===== src/design/lphs_pkg.sv =====
`default_nettype none

package lphs_pkg;

   // fixed field widths
   localparam int KEY_W = 64;
   localparam int CFG_W = 11;

   // default key limit after reset
   localparam logic [CFG_W-1:0] MAX_KEYS_RESET = 11'd768;

   // request codes
   localparam logic [1:0] OP_LOOKUP = 2'd0;
   localparam logic [1:0] OP_INSERT = 2'd1;
   localparam logic [1:0] OP_REMOVE = 2'd2;
   localparam logic [1:0] OP_NONE   = 2'd3;

   // slot states
   localparam logic [1:0] SLOT_EMPTY    = 2'd0;
   localparam logic [1:0] SLOT_DELETED  = 2'd1;
   localparam logic [1:0] SLOT_OCCUPIED = 2'd2;

   // multiplicative hash constant, split in halves for the 32x32 multiplier
   localparam logic [31:0] HASH_MUL_LO = 32'h7F4A7C15;
   localparam logic [31:0] HASH_MUL_HI = 32'h9E3779B9;

   typedef struct packed {
      logic [1:0]       req_type;
      logic [KEY_W-1:0] key;
   } lphs_req_type;

   typedef struct packed {
      logic             success;
      logic             table_full;
      logic [CFG_W-1:0] stored_count;
   } lphs_rsp_type;

   typedef struct packed {
      logic hash_start;
      logic clear_wr;
      logic set_home;
      logic advance;
      logic note_free;
      logic wr_insert;
      logic wr_delete;
      logic set_result;
      logic res_success;
      logic res_full;
      logic emit;
   } lphs_cmd_type;

   typedef struct packed {
      logic hash_done;
      logic slot_empty;
      logic slot_occupied;
      logic key_match;
      logic last_probe;
      logic have_free;
      logic at_limit;
      logic out_busy;
   } lphs_sts_type;

endpackage

`default_nettype wire


===== src/design/lphs_ctrl.sv =====
`default_nettype none

module lphs_ctrl (
   input  wire logic                   clock,
   input  wire logic                   reset,
   input  wire logic                   req_valid,
   input  wire logic [1:0]             req_op,
   output logic                        req_stall,
   input  wire lphs_pkg::lphs_sts_type sts,
   output lphs_pkg::lphs_cmd_type      cmd
);

   localparam logic [2:0] S_CLEAR = 3'd0;
   localparam logic [2:0] S_IDLE  = 3'd1;
   localparam logic [2:0] S_HASH  = 3'd2;
   localparam logic [2:0] S_READ  = 3'd3;
   localparam logic [2:0] S_CHECK = 3'd4;
   localparam logic [2:0] S_DONE  = 3'd5;

   logic [2:0] state_ff;
   logic [2:0] state_in;
   logic [1:0] op_ff;
   logic       stop_probe;
   logic       free_avail;

   assign req_stall  = (state_ff != S_IDLE);
   assign stop_probe = sts.slot_empty || sts.last_probe;
   assign free_avail = sts.have_free || !sts.slot_occupied;

   always_comb begin
      state_in = state_ff;
      cmd      = '0;
      unique case (state_ff)
         S_CLEAR: begin
            cmd.clear_wr = 1'b1;
            cmd.advance  = 1'b1;
            if (sts.last_probe) begin
               state_in = S_IDLE;
            end
         end
         S_IDLE: begin
            if (req_valid) begin
               if (req_op == lphs_pkg::OP_NONE) begin
                  cmd.set_result = 1'b1;
                  state_in       = S_DONE;
               end else begin
                  cmd.hash_start = 1'b1;
                  state_in       = S_HASH;
               end
            end
         end
         S_HASH: begin
            if (sts.hash_done) begin
               cmd.set_home = 1'b1;
               state_in     = S_READ;
            end
         end
         S_READ: state_in = S_CHECK;
         S_CHECK: begin
            if (op_ff == lphs_pkg::OP_INSERT) begin
               if (sts.slot_occupied && sts.key_match) begin
                  // duplicate: refused, not full
                  cmd.set_result = 1'b1;
                  state_in       = S_DONE;
               end else if (stop_probe) begin
                  cmd.set_result = 1'b1;
                  if (free_avail && !sts.at_limit) begin
                     cmd.wr_insert   = 1'b1;
                     cmd.res_success = 1'b1;
                  end else begin
                     cmd.res_full = 1'b1;
                  end
                  state_in = S_DONE;
               end else begin
                  cmd.note_free = !sts.slot_occupied;
                  cmd.advance   = 1'b1;
                  state_in      = S_READ;
               end
            end else begin
               if (sts.slot_empty) begin
                  cmd.set_result = 1'b1;
                  state_in       = S_DONE;
               end else if (sts.slot_occupied && sts.key_match) begin
                  cmd.wr_delete   = (op_ff == lphs_pkg::OP_REMOVE);
                  cmd.set_result  = 1'b1;
                  cmd.res_success = 1'b1;
                  state_in        = S_DONE;
               end else if (sts.last_probe) begin
                  cmd.set_result = 1'b1;
                  state_in       = S_DONE;
               end else begin
                  cmd.advance = 1'b1;
                  state_in    = S_READ;
               end
            end
         end
         S_DONE: begin
            if (!sts.out_busy) begin
               cmd.emit = 1'b1;
               state_in = S_IDLE;
            end
         end
         default: state_in = S_IDLE;
      endcase
   end

   always_ff @(posedge clock) begin
      if (reset) begin
         state_ff <= S_CLEAR;
      end else begin
         state_ff <= state_in;
      end
   end

   always_ff @(posedge clock) begin
      if (state_ff == S_IDLE && req_valid) begin
         op_ff <= req_op;
      end
   end

`ifndef SYNTH
   a_emit_free: assert property (@(posedge clock) disable iff (reset)
      cmd.emit |-> !sts.out_busy)
      else $error("result emitted while output register still holds a stalled beat");

   a_insert_limit: assert property (@(posedge clock) disable iff (reset)
      cmd.wr_insert |-> (!sts.at_limit && (sts.have_free || !sts.slot_occupied)))
      else $error("insert written past key limit or without a free slot");

   a_one_write: assert property (@(posedge clock) disable iff (reset)
      !(cmd.wr_insert && cmd.wr_delete) && !(cmd.clear_wr && (cmd.wr_insert || cmd.wr_delete)))
      else $error("conflicting table writes");

   a_accept_next: assert property (@(posedge clock) disable iff (reset)
      (req_valid && !req_stall) |=> (state_ff == S_HASH || state_ff == S_DONE))
      else $error("accepted beat did not start work");
`endif

endmodule

`default_nettype wire


===== config.mk =====
export PLATFORM = sky130hd
export DESIGN_NAME = lphs_ctrl
export DESIGN_NICKNAME = d
export VERILOG_FILES = /design/src/design/lphs_pkg.sv /design/src/design/lphs_ctrl.sv
export SDC_FILE = /design/constraint.sdc
export NUM_CORES = 1
export LEC_CHECK = 0
export BUFFER_PORTS_ARGS = -buffer_cell sky130_fd_sc_hd__buf_2
export CORE_AREA = 2 2 39 41
export DETAILED_ROUTE_END_ITERATION = 16
export DIE_AREA = 0 0 41 43
export RECOVER_POWER = 50
export SETUP_SLACK_MARGIN = 0.05
export SLEW_MARGIN = 20
export SYNTH_ARGS = -nofsm -noshare
export SYNTH_HDL_FRONTEND = slang
export SYNTH_SLANG_ARGS = --single-unit
export TNS_END_PERCENT = 1

===== constraint.sdc =====
create_clock -name clock -period 1.24 [get_ports clock]
set_input_delay 0 -clock clock [delete_from_list [all_inputs] [get_ports clock]]
set_output_delay 0 -clock clock [all_outputs]
set_load 0.01 [all_outputs]

# ---- Word level (Yosys, flattened, before mapping)
# Cells that the tools add are included.
dict set report word_totals {
  in_bits 13
  out_inout_bits 12
  elab_cells 73
  regBits 5
}
dict set report classes {
  n_reduce_logical 9
  eq_ne 13
  n_mux 49
}
# op count
set op_table {}
lappend op_table {{$mux W3} 14}
lappend op_table {{$mux W1} 27}
lappend op_table {{$pmux W3 S6} 1}
lappend op_table {{$mux W2} 5}
lappend op_table {{$ne A2 B2 Y1 const B} 4}
lappend op_table {{$eq A3 B2 Y1 const B} 2}
lappend op_table {{$eq A3 B3 Y1 const B} 2}
lappend op_table {{$eq A2 B2 Y1 const B} 2}
lappend op_table {{$pmux W1 S2} 2}
lappend op_table {{$reduce_and A4 Y1} 1}
lappend op_table {{$eq A3 B1 Y1 const B} 1}
lappend op_table {{$logic_and A1 B1 Y1} 3}
lappend op_table {{$logic_not A3 Y1} 1}
lappend op_table {{$ne A3 B1 Y1 const B} 1}
lappend op_table {{$eq A2 B1 Y1 const B} 1}
lappend op_table {{$logic_not A1 Y1} 2}
lappend op_table {{$logic_or A1 B1 Y1} 2}

# ---- Depth between registers and ports, before layout
# Gate-level depths: netlist of the first run.
dict set report depth {
  ltp_word 8
  ltp_mapped 4
  ltp_nobuf 3
}

# ---- Worst setup path after synthesis of the first run
# Ideal clock, no wire load.
dict set report synth_timing {
  path_type {reg2out}
  from {reg state_ff[2]}
  to {out cmd[4] in the netlist's numbering}
  n_path_buf 1
  arrival_ns 1.262
  path_stages_with_launch 5
  path_slack_ns -0.022
  required_time_ns 1.240
  cell_sequence {dfxtp_1 > buf_6 > nor3b_4 > or3b_1 > nor3b_2}
}
# item line
set synth_lines {}
lappend synth_lines {{from (decl)} lphs_ctrl.sv:20} ;# logic [2:0] state_ff;
lappend synth_lines {{from (signal assigned)} lphs_ctrl.sv:111} ;# state_ff <= state_in;
lappend synth_lines {{to (decl)} lphs_ctrl.sv:10} ;# output lphs_pkg::lphs_cmd_type cmd

==> reports/qor.csv, run 1 <==
stage,metric,value,unit
final_layout,drive_above_1_share,0.483,
final_layout,most-common-layout-cells,"20 x buf_2, 7 x nand2_1, 5 x nor2b_1, 5 x clkbuf_1, 5 x buf_4",
yosys,synth-seq-area-share,0.279,
outcome,violations,negative setup slack,
timing,finalCriticalPeriod,1450,ps
yosys,syn_area,430,um^2
power_and_ir_drop,cellLeakagePower,0.312,nW
yosys,synth_ff_type,dfxtp_1,
route,drt-pass1-iter-count,4,
cts,clk_latency,230,ps
final_layout,nNetsFinal,103,
timing,finalWorstSetupSlack,-213,ps
final_layout,layout_commonest_cell,buf_2,
yosys,syn_inst,55,
route,wl_per_cell,10.3,um
cts,cts_root_buf,clkbuf_4,
die,row_count,14,
global_routing,grt_overflow,0,
timing,setup_tns,-714,ps
global_routing,use_met2,0.216,
setup_path,crit_fanout,4,
setup_path,worstPathRequired,1240,ps
cts,cts_tree,built,
yosys,syn_area_per_cell,7.83,um^2
setup_path,crit_arrival,1450,ps
die,core,0.00138,mm^2
setup_path,crit_buf_inv,1,
yosys,yosys_warnings,0,
route,drc,0,
timing,fin_crit_sh,1.17,
setup_path,critical_path.top_delay_family,simple AND/OR/NAND/NOR gates,
yosys,async_flop_share,0,
final_layout,finalNonFillerCells,105,
placed_design,dp_hpwl,875,um
global_routing,grt_max_degree,15,
global_routing,use_met3,0,
timing,tightest_slew,381,ps
final_layout,nFillCells,143,
die,die_w,41,um
die,die_area,0.00176,mm^2
global_routing,grt_usage,0.121,
cts,cts_setup_buffers,0,
cts,clockBufferDepth,2,
global_routing,grt_pass1_vias,430,
yosys,synth_edf_count,2,
run,max_cap_viol_count,0,
die,io_pins,25,
timing,setup_viol_count_final,7,
setup_path,critPathCaptureType,output pin,
yosys,syn-num-nets,68,
setup_path,critPathMaxStageDelay,410,ps
timing,rsz0062_at_grt,true,
cts,htreeDepth,1,
timing,finalHoldViolCount,0,
final_layout,n_antenna_cell,0,
global_routing,top_usage_layer,met2,
power_and_ir_drop,ir_drop,290,uV
placed_design,numPortBuffers,24,
placed_design,place_congestion,0.766,
route,vias,533,
global_routing,grt_pass1_wl,1510,um
timing,timing.fmax,688,MHz
cts,clock_sinks,5,
route,drt-initial-drc-count,14,
cts,cts_buffers,3,
global_routing,grt_antenna_before_repair,0,
setup_path,worstSetupPathType,reg2out,
global_routing,grt_use_met1,0.136,
outcome,status,finished with violations,
min_path,worst_hold_path_type,in2reg,
setup_path,start_kind,flip-flop,
placed_design,dp_cells,98,
route,wl,1080,um
timing,slew_headroom,0.740,
timing,drv_slew,0,
route,viasPerCell,5.08,
yosys,ys_ff_latch,5,
timing,skew,2.59,ps
setup_path,path_cells,nor3b_4 -> or3b_4 -> nor3b_2 -> buf_2,
setup_path,crit_slowest_cell,or3b_4,
route,drtAntennaViolNets,0,
final_layout,syn_to_final_growth,61.0,%
die,initial_utilization,0.311,
die,die_height,43,um
power_and_ir_drop,p_per_area,745,mW/mm^2
yosys,synth.distinct_cells,28,
cts,clk_pin_slew,40,ps
==> layout make-up <==
type                       count  area [um^2]  share of cell area
multi-input combinational     43          313               0.451
timing repair buffer          33          194               0.280
sequential                     5          125               0.181
clock buffer                   4         26.3              0.0379
tap                           16         20.0              0.0289
inverter                       4         15.0              0.0217
==> worst reg2reg max path, stage by stage, from the launching register on <==
cell and delay (ps):
dfxtp_4 350, buf_4 150, nor2_1 190, nand3_2 140, inv_1 100
==> kinds of logic (layout without fill, tap and decap cells) <==
family | Yosys count | count (layout) | synth area share
AND/OR/NAND/NOR | 29 | 29 | 0.404
AO/OA/AOI/OAI | 14 | 14 | 0.235
buffers and inverters | 7 | 41 | 0.0814
flip-flops | 5 | 5 | 0.279
==> synth_stat cells, drive strengths merged, types with 2 or more instances <==
library cell	n	area (um^2)
nand2	7	26.3
nor2b	5	31.3
nor3	5	25.0
inv	4	15.0
nor2	4	15.0
dfxtp	3	60.1
a211o	2	18.8
a21o	2	15.0
a21oi	2	10.0
buf	2	16.3
edfxtp	2	60.1
nor3b	2	31.3
o22ai	2	12.5
or3b	2	17.5
==> worst paths after layout <==
path / endpoint / slack, ps / depth (start not counted) / from
setup reg to reg: op_ff[0]$_DFFE_PP_ / 20 / 4 / state_ff[1]$_SDFFE_PP0P_
setup / recovery: cmd[4] / -210 / 4 / state_ff[1]$_SDFFE_PP0P_
hold / removal: state_ff[0]$_SDFFE_PP0P_ / 140 / 3 / req_valid
hold reg to reg: state_ff[0]$_SDFFE_PP0P_ / 640 / 2 / state_ff[0]$_SDFFE_PP0P_
==> state kept, by name, indices dropped and copies added (netlist names) <==
name	count
op_ff	2
state_ff	3
==> metrics by stage <==
stage,setup slack [ps],total power [mW],cell area [um^2],hold slack [ps],utilization
after floorplan,-22.0,0.263,430,50.4,-
after global placement,29.2,0.325,596,225,0.430
after detailed placement,-5.11,0.326,596,223,0.430
after CTS,-220,0.515,681,136,0.492
after global routing,-282,0.543,693,160,0.501
final,-213,0.516,693,137,0.501
==> power by group <==
group | internal (mW) | switching [mW] | leakage [nW] | total, mW
clock network | 0.121 | 0.0565 | 0.0150 | 0.177
logic | 0.0724 | 0.0789 | 0.253 | 0.151
registers | 0.180 | 0.00718 | 0.0440 | 0.188
total | 0.374 | 0.143 | 0.312 | 0.516
==> timing repair <==
item | in CTS | in global routing
endpoints found under the hold margin | 3 | 0
pin swaps | 2 | 3
endpoints found under the setup margin | 11 | 14
hold buffers | 3 | 0
gates resized for setup | 9 | 6
==> routing by layer <==
layer	part of all wire	vias to the layer above	wire length (um)
met4	0.018	0	19
met3	0.051	2	55
met1	0.43	239	470
met5	0	-	0
li1	-	275	-
met2	0.50	17	538
(Power assumes the default switching activity.)
==> run 2, diff against run 1 <==
- clock period: 1.24 -> 1.3 ns (I/O delays scaled with it)
==> run 2 against run 1 <==
The run still ends with negative setup slack left. Core utilization fell by 1.2 points. Via count down 1.1%. Flip-flop and latch count stayed put. Global-route usage stayed put.
==> reports/qor.csv, run 2 (synthesis gave the netlist of run 1 again) <==
stage,metric,value,unit
outcome,status,finished with violations,
outcome,violations,negative setup slack,
cts,clk_pin_slew,40,ps
die,io_pins,25,
final_layout,reg_top3,"state_ff (3), op_ff (2)",
route,drtAntennaViolNets,0,
min_path,worst_hold_path_type,in2reg,
min_path,min_from,req_valid,
global_routing,grt_pass1_vias,429,
setup_path,critPathMaxStageDelay,410,ps
die,die_w,41,um
route,drt-initial-drc-count,13,
route,wl_per_cell,10.3,um
cts,clock_sinks,5,
final_layout,drive_above_1_share,0.438,
power_and_ir_drop,p_per_area,717,mW/mm^2
cts,cts_setup_buffers,0,
setup_path,start_kind,flip-flop,
min_path,hold_depth,3,
global_routing,use_met2,0.216,
final_layout,top_register,state_ff,
global_routing,grt_overflow,0,
route,vias,527,
die,die_height,43,um
global_routing,use_met3,0,
route,drc,0,
setup_path,crit_fanout,4,
timing,fin_crit_sh,1.12,
die,row_count,14,
timing,timing.fmax,689,MHz
setup_path,worstSetupPathType,reg2out,
final_layout,layout_commonest_cell,buf_2,
final_layout,most-common-layout-cells,"20 x buf_2, 7 x nand2_1, 6 x buf_4",
final_layout,syn_to_final_growth,57.3,%
die,die_area,0.00176,mm^2
setup_path,reg2reg_slack,30,ps
setup_path,r2r-start,state_ff[1]$_SDFFE_PP0P_,
power_and_ir_drop,total_power,485,uW
global_routing,grt_usage,0.121,
global_routing,top_usage_layer,met2,
cts,cts_buffers,3,
timing,rsz0062_at_grt,true,
global_routing,grt_max_degree,15,
setup_path,worstPathRequired,1300,ps
timing,drv_slew,0,
setup_path,crit_arrival,1450,ps
run,max_cap_viol_count,0,
die,core,0.00138,mm^2
final_layout,largest_reg_flops,3,
route,drt-pass1-iter-count,4,
setup_path,path_cells,nor3b_4 -> or3b_4 -> nor3b_2 -> buf_2,
final_layout,n_antenna_cell,0,
cts,clk_latency,230,ps
timing,tightest_slew,381,ps
min_path,holdPathEnd,state_ff[0]$_SDFFE_PP0P_,
timing,setup_viol_count_final,6,
route,wl,1080,um
global_routing,grt_use_met1,0.136,
global_routing,grt_antenna_before_repair,0,
power_and_ir_drop,cellLeakagePower,0.304,nW
cts,cts_root_buf,clkbuf_4,
timing,slew_headroom,0.739,
placed_design,place_congestion,0.766,
timing,finalWorstSetupSlack,-151,ps
final_layout,nFillCells,144,
setup_path,crit_slowest_cell,or3b_4,
power_and_ir_drop,ir_drop,268,uV
die,initial_utilization,0.311,
setup_path,critPathCaptureType,output pin,
timing,finalCriticalPeriod,1450,ps
timing,hold_slack,127,ps
timing,finalHoldViolCount,0,
cts,clockBufferDepth,2,
final_layout,fin_util,0.489,
cts,htreeDepth,1,
placed_design,dp_hpwl,875,um
route,viasPerCell,5.02,
timing,skew,1.31,ps
setup_path,r2r_end,state_ff[2]$_SDFFE_PP0P_,
global_routing,grt_pass1_wl,1510,um
placed_design,numPortBuffers,24,
final_layout,nNetsFinal,103,
cts,cts_tree,built,
setup_path,r2r_cells,4,
run 2: worst max-delay path: cells and delay by family, from the launching register on:
| kind | cells | cell delay [ps] |
|---|---|---|
| flip-flops | 1 | 350 |
| AND/OR/NAND/NOR | 3 | 730 |
| buffers and inverters | 1 | 140 |
run 2: how the worst max path moves through the flow:
| stage | slack (ps) | cells past startpoint | end | startpoint |
|---|---|---|---|---|
| finish | -150 | 4 | cmd[4] | state_ff[1]$_SDFFE_PP0P_ |
| global route | -220 | 4 | cmd[4] | state_ff[1]$_SDFFE_PP0P_ |
| CTS | -160 | 4 | cmd[4] | state_ff[1]$_SDFFE_PP0P_ |
| detailed placement | 50 | 4 | state_ff[2]$_SDFFE_PP0P_ | state_ff[1]$_SDFFE_PP0P_ |
| global placement | 90 | 4 | cmd[4] | state_ff[1]$_SDFFE_PP0P_ |
| floorplan | 40 | 4 | cmd[4] | state_ff[2]$_SDFFE_PP0P_ |
run 2: routing by layer:
metal | routed length, um | part of all wire | vias up
met5 | 0 | 0 | -
met4 | 19 | 0.018 | 0
met1 | 462 | 0.43 | 229
met2 | 537 | 0.50 | 20
li1 | - | - | 276
met3 | 64 | 0.059 | 2
run 2: power by group:
group | total [mW] | switching (mW) | internal [mW]
Sequential | 0.178 | 0.00634 | 0.172
Combinational | 0.139 | 0.0731 | 0.0659
Clock | 0.168 | 0.0524 | 0.115
Total | 0.485 | 0.132 | 0.353
run 2: repair_timing:
| item | 4_1_cts | 5_1_grt |
|---|---|---|
| endpoints found under the hold margin | 3 | 0 |
| gates cloned | 0 | 0 |
| resized for setup | 8 | 3 |
| hold buffers | 3 | 0 |
| pin swaps | 1 | 2 |
| endpoints found under the setup margin | 9 | 9 |
run 2: layout make-up:
type	instances	area, um^2	share of cell area
multi-input cells	43	300	0.444
flip-flops and latches	5	125	0.185
inverters	4	15.0	0.0222
well taps	16	20.0	0.0296
repair buffers	33	190	0.281
clock buffers	4	26.3	0.0388
run 2: through the flow:
stage / instance area (um^2) / TNS (ps) / setup slack, ps / std cells
2_1_floorplan: 430 / 0 / 38.0 / 55
6_report: 677 / -345 / -151 / 105
3_3_place_gp: 596 / 0 / 89.2 / 98
5_1_grt: 677 / -944 / -220 / 105
3_5_place_dp: 596 / 0 / 54.9 / 98
4_1_cts: 678 / -330 / -160 / 105
